--- config.mk ---
export PLATFORM = sky130hd
export DESIGN_NAME = mavg_alarm_grade
export DESIGN_NICKNAME = d
export VERILOG_FILES = /design/src/sv/mavg_alarm_pkg.sv /design/src/sv/mavg_alarm_grade.sv
export SDC_FILE = /design/constraint.sdc
export NUM_CORES = 1
export LEC_CHECK = 0
export BUFFER_PORTS_ARGS = -buffer_cell sky130_fd_sc_hd__buf_2
export CAP_MARGIN = 20
export CORE_ASPECT_RATIO = 0.6
export CORE_MARGIN = 5
export CORE_UTILIZATION = 45
export DETAILED_ROUTE_END_ITERATION = 10
export PLACE_DENSITY = 0.77
export SLEW_MARGIN = 5
export SYNTH_ARGS = -nofsm -noshare
export SYNTH_HDL_FRONTEND = slang
export SYNTH_SLANG_ARGS = --single-unit
--- constraint.sdc ---
create_clock -name vclk -period 3.5
set_input_delay 0.175 -clock vclk [all_inputs]
set_output_delay 0.175 -clock vclk [all_outputs]
set_load 0.05 [all_outputs]
--- src/sv/mavg_alarm_pkg.sv ---
`default_nettype none
// ----------------------------------------------------------------------------
// mavg_alarm_pkg
// Shared types and constants of the moving-average alarm block.
// ----------------------------------------------------------------------------
package mavg_alarm_pkg;

  localparam int unsigned WINDOW     = 8;
  localparam int unsigned SAMPLE_W   = 16;
  localparam int unsigned SLOT_W     = (WINDOW > 1) ? $clog2(WINDOW) : 1;
  // sum of WINDOW signed samples, exact
  localparam int unsigned TOTAL_W    = SAMPLE_W + $clog2(WINDOW);
  // floor(log2(WINDOW))
  localparam int unsigned MEAN_SHIFT = $clog2(WINDOW + 1) - 1;

  localparam int unsigned CFG_IDX_W  = 1;
  localparam int unsigned CFG_DATA_W = SAMPLE_W;

  localparam logic [CFG_IDX_W-1:0] CFG_WARNING_LIMIT  = CFG_IDX_W'(0);
  localparam logic [CFG_IDX_W-1:0] CFG_CRITICAL_LIMIT = CFG_IDX_W'(1);

  typedef logic signed [SAMPLE_W-1:0] sample_t;
  typedef logic signed [TOTAL_W-1:0]  total_t;
  typedef logic [SLOT_W-1:0]          slot_t;

  typedef enum logic {
    CMD_SAMPLE  = 1'b0,
    CMD_PRELOAD = 1'b1
  } command_e;

  typedef enum logic [1:0] {
    SEV_NORMAL   = 2'd0,
    SEV_WARNING  = 2'd1,
    SEV_CRITICAL = 2'd2
  } severity_e;

endpackage
`default_nettype wire

--- src/sv/mavg_alarm_grade.sv ---
`default_nettype none
// ----------------------------------------------------------------------------
// mavg_alarm_grade
// Grades the mean against the warning and critical limits.
// ----------------------------------------------------------------------------
module mavg_alarm_grade import mavg_alarm_pkg::*; (
  input  wire sample_t  mean_i,
  input  wire sample_t  warning_i,
  input  wire sample_t  critical_i,
  input  wire command_e command_i,
  output severity_e     severity_o
);

  logic high_going, hit_crit, hit_warn;

  always_comb begin
    // equal limits fall to the low-going direction
    high_going = warning_i < critical_i;
    hit_crit   = high_going ? (mean_i >= critical_i) : (mean_i <= critical_i);
    hit_warn   = high_going ? (mean_i >= warning_i)  : (mean_i <= warning_i);
    if (command_i == CMD_PRELOAD) begin
      severity_o = SEV_NORMAL;
    end else if (hit_crit) begin
      severity_o = SEV_CRITICAL;
    end else if (hit_warn) begin
      severity_o = SEV_WARNING;
    end else begin
      severity_o = SEV_NORMAL;
    end
  end

endmodule
`default_nettype wire

=== After elaboration in Yosys (flattened, before gate mapping) ===
Cells that the tools add are included.

* Output and inout bits: 2
* Input bits: 49
* Flip-flop bits (word level): 0

* Order comparisons: 5
* Muxes and demuxes: 5

{| class="wikitable"
|+ Operator list
! cell !! number
|-
| $ge A16 B16 Y1 || 2
|-
| $le A16 B16 Y1 || 2
|-
| $lt A16 B16 Y1 || 1
|-
| $mux W2 || 2
|-
| $mux W1 || 3
|}

=== Longest topological paths before layout ===
Gate-level depths: netlist (run 1).

* Depth after elaboration: 5
* Depth in mapped cells: 9
* Mapped depth without buffers: 9

=== Worst setup path before layout (run 1) ===
OpenSTA, ideal clock, no wires.

* Path type: input port to output port
* Start point: input port warning_i[15]
* End point: output port severity_o[0]
* Cell stages on the path: 9
* Setup slack: 0.500 ns
* Data required time: 3.325 ns
* Arrival time: 2.825 ns
* Cell sequence: inv_1 -> ha_1 -> nand2_1 -> nor3_1 -> nand4_1 -> o221ai_2 -> mux2_4 -> nor2b_1 -> o31ai_1

* Cells in the longest elaborated chain, start to end: 5

{| class="wikitable"
|+ Ends and longest elaborated chain
! element !! RTL line !! source
|-
| start: declaration || mavg_alarm_grade.sv:8 || <nowiki>input wire sample_t warning_i,</nowiki>
|-
| $le A16 B16 Y1 (tied with other cells) || mavg_alarm_grade.sv:20 || <nowiki>hit_warn = high_going ? (mean_i >= warning_i) : (mean_i <= warning_i);</nowiki>
|-
| $mux W1 || mavg_alarm_grade.sv:20 ||
|-
| $mux W1 || mavg_alarm_grade.sv:25 || <nowiki>end else if (hit_warn) begin</nowiki>
|-
| $mux W2 * || mavg_alarm_grade.sv:23 || <nowiki>end else if (hit_crit) begin</nowiki>
|-
| $mux W2 * || mavg_alarm_grade.sv:21 || <nowiki>if (command_i == CMD_PRELOAD) begin</nowiki>
|-
| end: declaration || mavg_alarm_grade.sv:11 || <nowiki>output severity_e severity_o</nowiki>
|}

Mark *: on every way between the ends. The rest lies on a longest branch, timed or not.

=== Final worst setup path (run 1) ===
* Start point: input port mean_i[15]
* End point: output port severity_o[0]

* Cells in the longest elaborated chain, start to end: 5

{| class="wikitable"
|+ Ends and longest elaborated chain
! element !! RTL line !! source
|-
| start: declaration || mavg_alarm_grade.sv:7 || <nowiki>input wire sample_t mean_i,</nowiki>
|-
| $le A16 B16 Y1 / $ge A16 B16 Y1 (equally long branches) || mavg_alarm_grade.sv:20 ||
|-
| $mux W1 || mavg_alarm_grade.sv:20 ||
|-
| $mux W1 || mavg_alarm_grade.sv:25 ||
|-
| $mux W2 * || mavg_alarm_grade.sv:23 ||
|-
| $mux W2 * || mavg_alarm_grade.sv:21 ||
|}

Marks and branches as above.

==> results of run 1 <==
## power breakdown
part	internal [mW]	total (mW)	switching (mW)
clock	0	0	0
sequential	0	0	0
combinational	0.0871	0.192	0.105
## per-layer routing
| layer | wire length, um | part of all wire (%) |
|---|---|---|
| met2 | 1120 | 38 |
| met5 | 0 | 0 |
| met4 | 0 | 0 |
| met1 | 1540 | 52 |
| met3 | 314 | 11 |
## how the worst max path moves through the flow
stage	end	cells after the start
2_1_floorplan	severity_o[0]	9
3_3_place_gp	severity_o[0]	10
3_5_place_dp	severity_o[0]	11
4_1_cts	severity_o[0]	11
5_1_grt	severity_o[0]	11
6_report	severity_o[0]	10
## cells in the mapped netlist, types with 2 or more instances
master	instances	area (um2)
nand2_1	9	33.8
nand3_1	3	15.0
a21oi_1	15	75.1
a211oi_1	2	15.0
nand2b_1	3	18.8
nor2_1	9	33.8
o22ai_1	2	12.5
o21ai_0	4	20.0
nand4_1	7	43.8
nor2b_1	2	12.5
a2111oi_0	2	17.5
inv_1	36	135
a21o_1	8	60.1
ha_1	47	588
## stage by stage
stage                     hold WS, ns  cells  instance area, um2  setup slack, ns
after detailed placement        0.670    245                1510            0.932
final                           0.671    245                1510            0.900
after global routing            0.686    245                1510            0.713
after CTS                       0.671    245                1510            0.908
after floorplan                 0.525    162                1220            0.500
after global placement          0.667    245                1510            0.952
## layout make-up
cell class                      instances  area, um2  share of cell area, %
Tap cell                               32       40.0                   2.64
Timing Repair Buffer                   51        255                   16.9
Inverter                               36        135                   8.93
Multi-Input combinational cell        126       1080                   71.6
## logic make-up (layout without fill, tap and decap cells)
group,Yosys count,after routing,synth area share [%]
mux,1,1,1.23
simple gates,36,36,14.5
fa+ha+maj,47,47,48.3
compound gates,41,41,24.2
xor+xnor,1,1,0.719
buf+inv,36,87,11.1
==> out/qor.yml, run 1 <==
timing:
  rsz0062_at_grt: "false"
  finalHoldViolations: 0
  setup_viol: 0
  fin_tns_setup_ns: 0
  slew_headroom_pct: 68.8
  worst_slew_pin_slew_ns: 0.466
  max_freq_mhz: 385
  fin_crit_ns: 2.60
  fin_crit_sh_pct: 74.3
  slew_violations: 0
grt:
  grt_usage_pct: 14.2
  grtUsageMet2_pct: 19.3
  grt_overflow: 0
  grt_pass1_wl_mm: 4.77
  busiest_layer: "met1"
  met3_usage_pct: 1.61
  antenna_found_initial: 0
  grt_max_degree: 5
  gr-usage-met1_pct: 24.3
  grt_pass1_vias: 1091
status:
  status: "finished, final reports clean"
worst_setup_path:
  cp-end-kind: "output port"
  path_buf_inv: 2
  path_common_cell: "buf_2"
  cp_cell_sequence: "buf_2, ha_1, nand2_1, nor3_1, nand4_1, o221ai_2, mux2_4, nor2b_1, o31ai_1, buf_2"
  startpoint: "mean_i[15]"
  crit_path_start_kind: "input pin"
  path_max_fanout: 4
  critPathTopFamily: "simple AND/OR/NAND/NOR gates"
  cp_slowest_cell: "ha_1"
  required_ns: 3.32
  max_stage_delay_ns: 0.34
  worstPathArrival_ns: 2.42
  critPathKind: "in -> out"
routing:
  drtPass1Iterations: 4
  routedWlPerCell_um: 12.2
  wirelength_mm: 2.98
  via_count: 1265
  ant_nets: 0
  drc: 0
  drt_iter0_drc: 41
  viasPerCell: 5.16
layout:
  layout.cells.most_common: "buf_2"
  area_growth_pct: 24.2
  insertedDiodeCount: 0
  n_clock_buffer: 0
  seq_area_um2: 0
  postLayoutCoreUtil_pct: 59.6
  drive_above_1_share_pct: 26.8
  layout_common_cells: "51 x buf_2, 47 x ha_1, 36 x inv_1"
  seq_cells: 0
  fillers: 244
  finish.net_count: 311
yosys:
  seq_area_frac_synth_pct: 0
  synth_cells: 162
  syn_nets: 258
  ys_warn_count: 0
  synth_area_per_cell_um2: 7.52
  synth_cell_types: 27
  synthesis.area_um2: 1220
power:
  p_per_area_nw_per_um2: 127
  total_power_mw: 0.192
  irDropWorstVdd_mv: 0.0821
  leakagePower_nw: 0.927
cts:
  cts-resized-gates: 0
  ctsHoldBuffers: 0
  postCtsSetupBuffers: 0
job:
  cap_violations: 0
floorplanning:
  ios: 51
  core-area_um2: 2540
  fp.dieW_um: 77.2
  std_cell_rows: 14
  initial_core_util_pct: 48.0
  dieArea_um2: 3880
  die_h_um: 50.3
min_path:
  whs_path_depth: 3
  hp-class: "in -> out"
  min_to: "severity_o[1]"
  min_from: "command_i"
placement:
  place.gp.congestion: 0.842
  place.port_buffers: 51
  dpl.hpwl_mm: 2.85
No activity file was read; power rests on OpenSTA's default activity.
==> run 2: changes to the inputs <==
ABC_AREA = 1   (was unset)
PLACE_DENSITY = 0.78   (was 0.77)
clock period = 2.35 ns   (was 3.5 ns; I/O delays follow)
==> run 2 against run 1 <==
  * Worst hold slack got worse by 0.11 ns
  * First-iteration DRC count rose by 98%
  * Critical path depth rose by 2
  * Critical endpoint is now severity_o[1]
  * Highest routed layer unchanged
==> out/qor.yml, run 2 <==
floorplanning:
  initial_core_util_pct: 46.7
  ios: 51
  core-area_um2: 2850
  std_cell_rows: 15
  fp.dieW_um: 80.3
  dieArea_um2: 4190
  die_h_um: 52.2
power:
  leakagePower_nw: 1.14
  irDropWorstVdd_mv: 0.0828
  p_per_area_nw_per_um2: 184
timing:
  fin_tns_setup_ns: 0
  slew_headroom_pct: 83.9
  max_freq_mhz: 520
  fin_crit_sh_pct: 81.8
  fin_crit_ns: 1.92
  setup_viol: 0
  slew_violations: 0
  rsz0062_at_grt: "false"
  worst_slew_pin_slew_ns: 0.239
  finalHoldViolations: 0
layout:
  layout_common_cells: "66 x nand2_1, 55 x inv_1, 51 x buf_2"
  n_clock_buffer: 0
  finalNonFillerCells: 318
  drive_above_1_share_pct: 19.2
  area_growth_pct: 23.1
  layout.cells.most_common: "nand2_1"
  finish.net_count: 374
  insertedDiodeCount: 0
  seq_area_um2: 0
  seq_cells: 0
job:
  cap_violations: 0
grt:
  grt_max_degree: 6
  grt_pass1_vias: 1203
  grt_usage_pct: 14.5
  antenna_found_initial: 0
  grt_pass1_wl_mm: 4.99
  grt_overflow: 0
worst_setup_path:
  path_common_cell: "nand2_1"
  max_stage_delay_ns: 0.35
  worstPathArrival_ns: 1.81
  critPathKind: "in -> out"
  required_ns: 2.23
  path_buf_inv: 3
  path_max_fanout: 5
  cp_cell_sequence: "buf_2, inv_1, ha_1, nand2_1, nor4_2, nand2_1, nand2_1, nand2_1, nand2_1, nand2_1, a21oi_1, buf_2"
  cp-end-kind: "output port"
  cp_slowest_cell: "ha_1"
  crit_path_start_kind: "input pin"
  critPathTopFamily: "simple AND/OR/NAND/NOR gates"
placement:
  dp_cells: 318
  dpl.hpwl_mm: 2.94
  place.port_buffers: 51
  place.gp.congestion: 0.879
yosys:
  synth_most_common_cell: "nand2_1"
  syn_nets: 321
  ys_warn_count: 0
  synth_area_per_cell_um2: 5.92
  seq_area_frac_synth_pct: 0
  synth.mux.area_fraction_pct: 0
  yosys-top-cells-area: "ha_1 44%, nand2_1 19%, inv_1 15%, a21oi_1 5.6%, nand3_1 4.9%"
  synth_top_cell_area_share_pct: 44.1
  synth_top_family_by_area: "adder cells"
  synth_xor_xnor_area_share_pct: 0
  synth-simple-area-share_pct: 29.9
  synth_fa_ha_area_share_pct: 44.1
  synthesis.area_um2: 1330
  synth_compound_area_share_pct: 10.2
  ys_top_cells_by_count: "66 x nand2_1, 55 x inv_1, 47 x ha_1, 15 x a21oi_1, 13 x nand3_1"
  synth_cell_types: 14
  synth_area_leader_cell: "ha_1"
  synth_cells: 225
status:
  status: "finished, final reports clean"
cts:
  cts-resized-gates: 0
  postCtsSetupBuffers: 0
  ctsHoldBuffers: 0
min_path:
  hp-class: "in -> out"
routing:
  drt_iter0_drc: 81
  wirelength_mm: 3.05
  routedWlPerCell_um: 9.60
  ant_nets: 0
  via_count: 1433
  viasPerCell: 4.51
  drc: 0
  drtPass1Iterations: 4
[run 2: per-stage QoR]
stage	instance area, um2	total power [mW]	worst slack [ns]	hold slack (ns)	util [%]
after floorplan	1330	0.204	0.272	0.410	-
after global placement	1640	0.298	0.447	0.556	57.5
after detailed placement	1640	0.302	0.439	0.554	57.5
after CTS	1640	0.303	0.432	0.556	57.5
after global routing	1640	0.357	0.194	0.576	57.5
final	1640	0.302	0.427	0.557	57.5
[run 2: final timing paths]
check / depth (start not counted) / start / slack (ns) / endpoint
setup / recovery: 12 / critical_i[15] / 0.43 / severity_o[1]
hold / removal: 3 / command_i / 0.56 / severity_o[1]
[run 2: layout make-up]
| cell class | count | area (um2) |
|---|---|---|
| timing repair buffer | 51 | 255 |
| inverter | 56 | 210 |
| multi-input combinational | 169 | 1120 |
| fill | 298 | 1210 |
| tap | 42 | 52.6 |
[run 2: power by group]
group | switching [mW] | total, mW | internal (mW)
Clock | 0 | 0 | 0
Sequential | 0 | 0 | 0
Combinational | 0.177 | 0.302 | 0.125
[run 2: kinds of logic after synthesis]
family,Yosys count
buffers and inverters,56
adders and majority gates,47
and+or+nand+nor,97
AOI/OAI and AO/OA,25
[run 2: metal layers]
layer	wire [um]	global-route usage, %
met1	1740	25.6
met2	1090	19.5
met3	225	0.173
met4	0	0
met5	0	0
