## config.mk

```make
export PLATFORM = sky130hd
export DESIGN_NAME = mavg_alarm_window
export DESIGN_NICKNAME = d
export VERILOG_FILES = /design/src/sv/mavg_alarm_pkg.sv /design/src/sv/mavg_alarm_window.sv
export SDC_FILE = /design/constraint.sdc
export NUM_CORES = 1
export LEC_CHECK = 0
export BUFFER_PORTS_ARGS = -buffer_cell sky130_fd_sc_hd__buf_2
export CORE_ASPECT_RATIO = 1.1
export CORE_UTILIZATION = 30
export CTS_BUF_LIST = sky130_fd_sc_hd__clkbuf_4
export DETAILED_ROUTE_END_ITERATION = 8
export HOLD_SLACK_MARGIN = 0.03
export SLEW_MARGIN = 40
export SYNTH_ARGS = -nofsm -noshare
export SYNTH_HDL_FRONTEND = slang
export SYNTH_SLANG_ARGS = --single-unit
```

## constraint.sdc

```tcl
create_clock -name clk_i -period 13.6 [get_ports clk_i]
set_input_delay 1.36 -clock clk_i [delete_from_list [all_inputs] [get_ports clk_i]]
set_output_delay 1.36 -clock clk_i [all_outputs]
set_load 0.1 [all_outputs]
```

## src/sv/mavg_alarm_pkg.sv

```systemverilog
`default_nettype none
// ----------------------------------------------------------------------------
// mavg_alarm_pkg
// Shared types and constants of the moving-average alarm block.
// ----------------------------------------------------------------------------
package mavg_alarm_pkg;

  localparam int unsigned WINDOW     = 8;
  localparam int unsigned SAMPLE_W   = 16;
  localparam int unsigned SLOT_W     = (WINDOW > 1) ? $clog2(WINDOW) : 1;
  // sum of WINDOW signed samples, exact
  localparam int unsigned TOTAL_W    = SAMPLE_W + $clog2(WINDOW);
  // floor(log2(WINDOW))
  localparam int unsigned MEAN_SHIFT = $clog2(WINDOW + 1) - 1;

  localparam int unsigned CFG_IDX_W  = 1;
  localparam int unsigned CFG_DATA_W = SAMPLE_W;

  localparam logic [CFG_IDX_W-1:0] CFG_WARNING_LIMIT  = CFG_IDX_W'(0);
  localparam logic [CFG_IDX_W-1:0] CFG_CRITICAL_LIMIT = CFG_IDX_W'(1);

  typedef logic signed [SAMPLE_W-1:0] sample_t;
  typedef logic signed [TOTAL_W-1:0]  total_t;
  typedef logic [SLOT_W-1:0]          slot_t;

  typedef enum logic {
    CMD_SAMPLE  = 1'b0,
    CMD_PRELOAD = 1'b1
  } command_e;

  typedef enum logic [1:0] {
    SEV_NORMAL   = 2'd0,
    SEV_WARNING  = 2'd1,
    SEV_CRITICAL = 2'd2
  } severity_e;

endpackage
`default_nettype wire

```

## src/sv/mavg_alarm_window.sv

```systemverilog
`default_nettype none
// ----------------------------------------------------------------------------
// mavg_alarm_window
// Ring window of samples with running total; gives the mean after an update.
// ----------------------------------------------------------------------------
module mavg_alarm_window import mavg_alarm_pkg::*; (
  input  wire logic     clk_i,
  input  wire logic     rst_ni,
  input  wire logic     update_i,
  input  wire command_e command_i,
  input  wire sample_t  sample_i,
  output sample_t       mean_o
);

  sample_t win_q [WINDOW];
  slot_t   slot_q, slot_d;
  total_t  total_q, total_d;
  total_t  sample_ext, oldest_ext, preload_total, shifted;

  always_comb begin
    sample_ext    = total_t'(sample_i);
    oldest_ext    = total_t'(win_q[slot_q]);
    preload_total = sample_ext * signed'(TOTAL_W'(WINDOW));
    if (command_i == CMD_PRELOAD) begin
      total_d = preload_total;
      slot_d  = '0;
    end else begin
      total_d = total_q + sample_ext - oldest_ext;
      slot_d  = (slot_q == SLOT_W'(WINDOW - 1)) ? '0 : slot_q + SLOT_W'(1);
    end
    shifted = total_d >>> MEAN_SHIFT;
    // preload reports the value itself, also for a window that is no power of two
    mean_o  = (command_i == CMD_PRELOAD) ? sample_i : shifted[SAMPLE_W-1:0];
  end

  always_ff @(posedge clk_i or negedge rst_ni) begin
    if (!rst_ni) begin
      slot_q  <= '0;
      total_q <= '0;
      for (int i = 0; i < WINDOW; i++) win_q[i] <= '0;
    end else if (update_i) begin
      slot_q  <= slot_d;
      total_q <= total_d;
      if (command_i == CMD_PRELOAD) begin
        for (int i = 0; i < WINDOW; i++) win_q[i] <= sample_i;
      end else begin
        win_q[slot_q] <= sample_i;
      end
    end
  end

endmodule
`default_nettype wire

```

### Word level (Yosys, flattened, before mapping)

Index checks and enable logic that the tools add are counted.

* memories kept: 0
* input port bits: 20
* output and inout bits: 16
* logic and storage cells: 29
* flip-flop bits (word level): 150
* latch bits: 0
* bits in read-only memories: 0
* RAM bits: 0

* reduce and logical (&&, ||, !) cells: 1
* divide/modulo/power cells: 0
* $lt $le $gt $ge: 2
* multipliers: 0
* shift operators: 0
* equality and inequality tests: 1
* $add $sub $neg: 3
* mux-type cells: 11
* bitwise logic cells: 1

Operators by type and width (number)
* $bwmux 128: 1
* $mux 128: 1
* $mux 16: 4
* $bmux 16 s3: 1
* $demux 16 s3: 1
* $add 19x16->19: 1
* $mux 19: 1
* $sub 19x16->19: 1
* $mux 3: 2
* $ge 4x4->1 const B: 1
* $lt 4x1->1 const B: 1
* $not 3->4: 1
* $add 3x1->3 const B: 1
* $eq 3x3->1 const B: 1
* $logic_and 1x1->1: 1

### Logic depth before layout (Yosys ltp)

Gate-level depths: netlist of run 1.

* word-level depth: 7
* depth in mapped cells: 18
* depth with buffers taken out: 15

### Least setup slack after synthesis of run 1

Ideal clock, no wire load.

* path type: register -> output
* start: register slot_q[1]
* end: output port mean_o[15]
* required time: 12240 ps
* arrival: 4003 ps
* buffers on the path: 4
* path slack: 8237 ps
* stages on the path, launching flop included: 16
* cells stage by stage: dfrtp_1 -> buf_2 -> buf_2 -> mux4_2 -> mux2_2 -> fa_1 -> inv_1 -> ha_1 -> buf_2 -> a21oi_4 -> o21ai_0 -> a221o_1 -> a211oi_2 -> xnor2_1 -> mux2_2 -> buf_4

* cells in the longest elaborated chain, start to end: 7

Ends and longest elaborated chain
* start: declaration: line mavg_alarm_window.sv:16 `slot_t slot_q, slot_d;`
* start signal: assignment: line mavg_alarm_window.sv:42 `slot_q <= slot_d;`
* $not 3->4 (not written as such): line mavg_alarm_window.sv:22 `oldest_ext = total_t'(win_q[slot_q]);`
* $bmux 16 s3: line mavg_alarm_window.sv:22
* $mux 16 (not written as such) (2 in series): line mavg_alarm_window.sv:22
* $sub 19x16->19: line mavg_alarm_window.sv:28 `total_d = total_q + sample_ext - oldest_ext;`
* $mux 19: line mavg_alarm_window.sv:24 `if (command_i == CMD_PRELOAD) begin`
* net total_d[18]: line mavg_alarm_window.sv:17 `total_t total_q, total_d;`
* $mux 16: line mavg_alarm_window.sv:33 `mean_o = (command_i == CMD_PRELOAD) ? sample_i : shifted[SAMPLE_W-1:0];`
* end: declaration: line mavg_alarm_window.sv:12 `output sample_t mean_o`

The timed path passes the listed nets, and every way through them passes these cells. The select of a mux whose other input is x is not followed.

### Worst setup path in the final report of run 1

* start: register slot_q[2]
* end: output port mean_o[15]

* cells in the longest elaborated chain, start to end: 7

Ends and longest elaborated chain (line)
* $not 3->4 (not written as such): mavg_alarm_window.sv:22
* $bmux 16 s3: mavg_alarm_window.sv:22
* $mux 16 (not written as such) (2 in series): mavg_alarm_window.sv:22
* $sub 19x16->19: mavg_alarm_window.sv:28
* $mux 19: mavg_alarm_window.sv:24
* $mux 16: mavg_alarm_window.sv:33

Every way passes these cells. The select of a mux whose other input is x is not followed.

==> summary.md, run 1 <==
| Metric | Value |
|---|---|
| Most common cell after layout, fill and taps aside | nand2_1 |
| Register area share after synthesis | 44.2% |
| Die area | 29,000 um2 |
| GRT Total Usage | 15.4% |
| Critical setup path kind | reg2out |
| Slew HR | 53.1% |
| Port Buffer Count | 35 |
| Std cell rows | 64 |
| Clock latency on the worst-skew pair | between 0.5 and 0.6 ns |
| Fin. max-slew vios | 0 |
| Syn Nets | between 900 and 1,000 |
| Syn Area/Cell | ~9.4 um2 |
| Detail Route Antenna Nets | 0 |
| Clock transition at the registers of the reported paths | between 0.1 and 0.15 ns |
| Distinct cells, synth | 58 |
| Status | finished clean |
| CP required | 12.24 ns |
| Final Util | between 30% and 40% |
| Synth Instances | roughly 900 |
| Setup violators final | 0 |
| YS warnings | 0 |
| Critical Path End Type | primary output |
| Mapped cell area | approximately 8500 um2 |
| Unrepaired setup endpoints after global routing | no |
| Final Skew | 0.0149 ns |
| I/O pin cnt | 36 |
| First-pass GRT wire length | 34,200 um |
| Router iterations before antenna repair | 5 |
| Vias | roughly 6,400 |
| Fin crit share | around half |
| WP data arrival | approximately 5.4 ns |
| Wirelength per Cell | between 15 and 20 um |
| Fillers | 2,875 |
| Fin crit period | around 6.7 ns |
| Cts hold-fix bufs | 0 |
| Area after DPL | roughly 8900 um2 |
| CTS tree | done |
| TNS Setup | 0 ns |
| H-tree Lvls | 4 |
| PostCTS Resize Cnt | 0 |
| Postcts setup bufs | 0 |
| Grt total ovfl | 0 |
| Worst-margin pin slew | 0.703 ns |
| Pin count of the biggest net entering global routing | 99 |
| Sink Count | 150 |
| Die Y | between 150 and 200 um |
| Post-DP HPWL | 14,400 um |
| Iter 0 DRT Violations | 490 |
| Clock root buffer | clkbuf_4 |
| Routed WL | around 21,000 um |
| HP Class | reg2reg |
| Fmax | roughly 150 MHz |
| Vias in the first global route | 6,270 |
| Top FF cell, synth | dfrtp_1 |
| Most frequent cells in the layout | nand2_1 (168), o21ai_0 (151), dfrtp_1 (148) |
| Fin. Hold Viols | 0 |
| Number of buffers created by CTS | 17 |
| Placer Congestion | about 0.90 |
| CTS Buffer Depth | 2 |
| Initial Util | 30.5% |
| Share of synthesized flip-flops with an asynchronous set or reset | 100% |
| Initial antenna violation count | 1 |
| Synth Register Bits | 150 |
| Pre-CTS setup slack | 7.52 ns |
| # DRC | 0 |
| Share of layout cells above drive strength 1 | between 10% and 20% |
| Max-cap viol count | 0 |
| Post-route cell area | between 9000 and 10,000 um2 |
| Die W | approximately 160 um |
| Worst Path Max Fanout | 38 |
| Core box area | approximately 28,000 um2 |
| Vias per inst | 5.01 |
| P&R area growth vs syn | 8.20% |
| Post-synth EDFFs | 0 |
| Setup crit start kind | flop |
| Fin worst setup slack | 6.89 ns |
| Layout Nets | between 900 and 1,000 |
## routing by layer
layer / share of wire [%] / global-route usage [%]
met4: 2.7 / 5.74
met5: 0 / 0
met2: 47 / 25.0
met3: 3.7 / 2.72
met1: 46 / 20.5
## worst max-delay path, stage by stage (launching register included)
cell and delay [ns]:
dfrtp_2 0.56, buf_4 0.52, inv_1 0.28, a31oi_1 0.22, o22ai_1 0.09, a21oi_1 0.28
inv_1 0.16, fa_1 0.51, inv_1 0.04, ha_1 0.35, a21o_1 0.20, a21o_1 0.18
a221o_1 0.36, a211oi_2 0.23, xnor2_1 0.19, mux2_2 0.20, buf_2 0.42
## cells in the mapped netlist (2+ instances only)
| master | number | area (um2) |
|---|---|---|
| buf_2 | 9 | 45.0 |
| nor2_1 | 25 | 93.8 |
| xnor2_1 | 8 | 70.1 |
| inv_1 | 79 | 297 |
| a211oi_1 | 4 | 30.0 |
| o221ai_1 | 4 | 35.0 |
| nand3_1 | 6 | 30.0 |
| o22ai_1 | 3 | 18.8 |
| nor3_1 | 10 | 50.1 |
| a21oi_1 | 20 | 100 |
| o21ai_0 | 156 | 781 |
| or4_1 | 2 | 15.0 |
| dfrtp_1 | 150 | 3750 |
| mux4_2 | 17 | 383 |
| o21ai_1 | 3 | 15.0 |
| a311oi_1 | 4 | 35.0 |
| ha_1 | 22 | 275 |
| mux2i_1 | 14 | 140 |
| a22oi_1 | 2 | 15.0 |
| o31ai_1 | 5 | 37.5 |
| fa_1 | 18 | 360 |
| nor3b_1 | 2 | 15.0 |
| nand2_1 | 169 | 634 |
| nor2b_1 | 4 | 25.0 |
| a22o_1 | 3 | 26.3 |
| o21a_1 | 2 | 15.0 |
| o211ai_1 | 3 | 22.5 |
| nand4_1 | 7 | 43.8 |
| mux2_2 | 26 | 293 |
| o32ai_1 | 3 | 26.3 |
| xor2_1 | 5 | 43.8 |
| and3_1 | 4 | 25.0 |
| buf_4 | 16 | 120 |
| a21o_1 | 14 | 105 |
| a221o_1 | 6 | 60.1 |
| nand2b_1 | 4 | 25.0 |
| clkbuf_1 | 41 | 154 |
| buf_1 | 6 | 22.5 |
| a31oi_1 | 11 | 68.8 |
## logic make-up (layout without fill, tap and decap cells)
family / after synthesis / in the layout / synth area share (%)
AOI/OAI and AO/OA: 255 / 255 / 18.0
xor gates and xnor gates: 13 / 13 / 1.34
adders and majority gates: 40 / 40 / 7.49
buffers and inverters: 153 / 160 / 7.61
DFF: 150 / 150 / 44.2
muxes: 57 / 57 / 9.62
other: 0 / 1 / 0
and+or+nand+nor: 238 / 238 / 11.7
## per-stage QoR
stage,hold slack [ns],cells
global placement,0.457,1243
floorplan,0.442,906
finish,0.492,1277
global route,0.517,1277
CTS,0.495,1275
detailed placement,0.466,1243
## worst paths after layout
kind | cells past startpoint | to | slack, ns | start
max in group asynchronous | 2 | slot_q[1] | 11.99 | rst_ni
setup reg to reg | 14 | total_q[9] | 9.10 | slot_q[2]
hold / removal | 2 | win_q[19] | 0.49 | win_q[19]
setup / recovery | 16 | mean_o[15] | 6.89 | slot_q[2]
min in group asynchronous | 1 | win_q[19] | 0.60 | rst_ni
hold reg to reg | 2 | win_q[19] | 0.49 | win_q[19]
## layout make-up
type	instances	area (um2)	area share, %
antenna	1	2.50	0.0273
inverter	81	304	3.31
clock buffer	17	128	1.39
tap	363	454	4.95
clock inverter	15	125	1.36
multi-input combinational	603	4110	44.8
sequential	150	3760	40.9
timing repair buffer	47	298	3.24
## state kept, by name (all words and copies together) (netlist names)
name	cells
win_q	128
total_q	19
slot_q	3
Power of run 1 is not shown: default switching activity piles up to over one toggle a cycle in this logic, so the estimate is an artifact.
==> run 2, diff against run 1 <==
clock period = 5.85 ns   (was 13.6 ns; I/O delays follow)
==> run 2 against run 1 <==
Net effect:
- routed wire length up 2.5%
- critical path type unchanged
- clock skew up 0.013 ns
- core utilization up 0.32 points
- clock-buffer cell count up 2
- sequential cell count unchanged
- worst setup slack worse by 6.6 ns
- final area up 0.98%
- first-iteration DRC count down 17%
- critical path depth down 1
- global-route usage up 0.12 points
- final cell count up 0.47%
==> summary.md, run 2 (same netlist as run 1, synthesis figures left out) <==
| Metric | Value |
|---|---|
| Status | finished clean (unchanged) |
| Area after DPL | 8940 um2 (was 8900 um2) |
| Most common cell after layout, fill and taps aside | nand2_1 (unchanged) |
| CTS Buffer Depth | 2 (unchanged) |
| Worst Path Max Fanout | 20 (was 38) |
| I/O pin cnt | 36 (unchanged) |
| Cell Chain, Critical Path | buf_4 -> mux2i_1 -> nor2_1 -> a31oi_1 -> nor2_1 -> a221o_1 -> fa_1 -> inv_1 -> ha_1 -> a21o_1 -> a31oi_1 -> inv_1 -> o21a_1 -> o31ai_1 -> buf_4 (was buf_4 -> inv_1 -> a31oi_1 -> o22ai_1 -> a21oi_1 -> inv_1 -> fa_1 -> inv_1 -> ha_1 -> a21o_1 -> a21o_1 -> a221o_1 -> a211oi_2 -> xnor2_1 -> mux2_2 -> buf_2) |
| Most frequent cells in the layout | nand2_1 (168), o21ai_0 (151), dfrtp_1 (147) (was nand2_1 (168), o21ai_0 (151), dfrtp_1 (148)) |
| Vias | 6,409 (was 6,397) |
| Fin worst setup slack | 0.275 ns (was 6.89 ns) |
| Iter 0 DRT Violations | 408 (was 490) |
| TNS Setup | 0 ns (unchanged) |
| Fin crit share | 95.3% |
| Placer Congestion | 0.883 (was 0.898) |
| Max-cap viol count | 0 (unchanged) |
| Sink Count | 150 (unchanged) |
| Setup crit start kind | flop (unchanged) |
| Fin. Hold Viols | 0 (unchanged) |
| Core box area | 27,800 um2 (unchanged) |
| Slew HR | 49.6% (was 53.1%) |
| Post-route cell area | 9270 um2 (was 9180 um2) |
| WHS | 0.0506 ns (was 0.492 ns) |
| Wirelength per Cell | 16.8 um (was 16.4 um) |
| Clock root buffer | clkbuf_4 (unchanged) |
| WP data arrival | 4.99 ns (was 5.35 ns) |
| Die area | 29,000 um2 (unchanged) |
| Grt total ovfl | 0 (unchanged) |
| CP max-delay cell | dfrtp_4 (was dfrtp_2) |
| Initial Util | 30.5% (unchanged) |
| Fin crit period | ~5.6 ns |
| Layout Nets | 967 (was 960) |
| Max reg flops | 128 (unchanged) |
| Critical setup path kind | reg2out (unchanged) |
| Initial antenna violation count | 0 (was 1) |
| Share of layout cells above drive strength 1 | 15.4% (was 14.8%) |
| Pin count of the biggest net entering global routing | 98 (was 99) |
| Die W | 162 um (unchanged) |
| Ant diodes | 0 (was 1) |
| Std cell rows | 64 (unchanged) |
| CTS tree | done (unchanged) |
| Final Skew | 0.0284 ns (was 0.0149 ns) |
| HP Class | in2async (was reg2reg) |
| Fillers | 2,884 (was 2,875) |
| Pre-CTS setup slack | 0.600 ns (was 7.52 ns) |
| Post-DP HPWL | 15,000 um (was 14,400 um) |
| Critical Path End Type | primary output (unchanged) |
| Router iterations before antenna repair | 5 (unchanged) |
| Vias in the first global route | 6,245 (was 6,270) |
| Die Y | 178 um (unchanged) |
| Most flops, register | win_q (unchanged) |
| Number of buffers created by CTS | 17 (unchanged) |
| Clock latency on the worst-skew pair | 0.56 ns (was 0.57 ns) |
| Setup violators final | 0 (unchanged) |
| Routed WL | 21,500 um (was 21,000 um) |
| GRT Total Usage | 15.6% (was 15.4%) |
| CP peak stage delay | 0.63 ns (was 0.56 ns) |
| Clock transition at the registers of the reported paths | 0.13 ns (about the same) |
| H-tree Lvls | 4 (unchanged) |
| Fmax | roughly 180 MHz |
| P&R area growth vs syn | 9.26% (was 8.20%) |
| Unrepaired setup endpoints after global routing | yes (was no) |
| Fin. max-slew vios | 0 (unchanged) |
| # DRC | 0 (unchanged) |
| Vias per inst | 5.00 (was 5.01) |
| Worst-margin pin slew | 0.757 ns (was 0.703 ns) |
| CP required | 5.27 ns (was 12.24 ns) |
| First-pass GRT wire length | 34,300 um (was 34,200 um) |
| Port Buffer Count | 35 (unchanged) |
| Biggest regs | win_q x128, total_q x19, slot_q x3 (unchanged) |
| Detail Route Antenna Nets | 0 (unchanged) |
-- run 2: cell count changes in the layout (fill, tap and decap cells not counted), sizes merged --
cell,before,now
diode,1,0
buf,47,49
bufinv,1,2
clkinv,9,8
clkbuf,17,24
inv,84,82
-- run 2: final timing paths --
| kind | cells after the start | endpoint | startpoint | slack, ns |
|---|---|---|---|---|
| worst max-delay path | 15 | mean_o[6] | slot_q[2] | 0.28 |
| worst min-delay path | 1 | win_q[119] | rst_ni | 0.05 |
| worst max register to register | 15 | total_q[9] | slot_q[2] | 1.50 |
| worst min register to register | 2 | win_q[12] | win_q[12] | 0.49 |
| max in group asynchronous | 2 | win_q[92] | rst_ni | 4.62 |
| min in group clk_i | 3 | total_q[13] | sample_i[10] | 0.30 |
-- run 2: worst max-delay path: cells and delay by family (launching register included) --
family                   cells  cell delay, ns
AO/OA/AOI/OAI                6            1.74
adder cells (fa/ha/maj)      2            0.85
buffers and inverters        4            0.87
flip-flops                   1            0.63
multiplexers                 1            0.22
AND/OR/NAND/NOR              2            0.11
-- run 2: area by class of cell --
cell class	instances	area (um2)	area share, %
inverter	81	304	3.28
tap	363	454	4.90
clock inverter	13	131	1.42
timing repair buffer	54	365	3.94
multi-input combinational	603	4110	44.3
clock buffer	19	143	1.54
sequential	150	3760	40.6
-- run 2: per-stage QoR --
step           util (%)  cells
3_3_place_gp       32.2   1250
5_1_grt            33.4   1283
3_5_place_dp       32.2   1250
6_report           33.4   1283
2_1_floorplan         -    906
4_1_cts            33.2   1282
-- run 2: layer usage --
metal,wire length [um],global-route usage [%],vias up
met5,0,0,-
met4,303,3.97,0
met3,726,2.51,19
met2,10700,27.0,128
met1,9810,20.0,3163
li1,-,-,3099
-- run 2: repair_timing --
item,4_1_cts,5_1_grt
endpoints found under the setup margin,1,11
pin swaps,0,1
hold buffers,0,0
gates resized for setup,1,15
gates cloned,0,0
setup buffers,0,1
Power of run 2 is left out for the same reason.
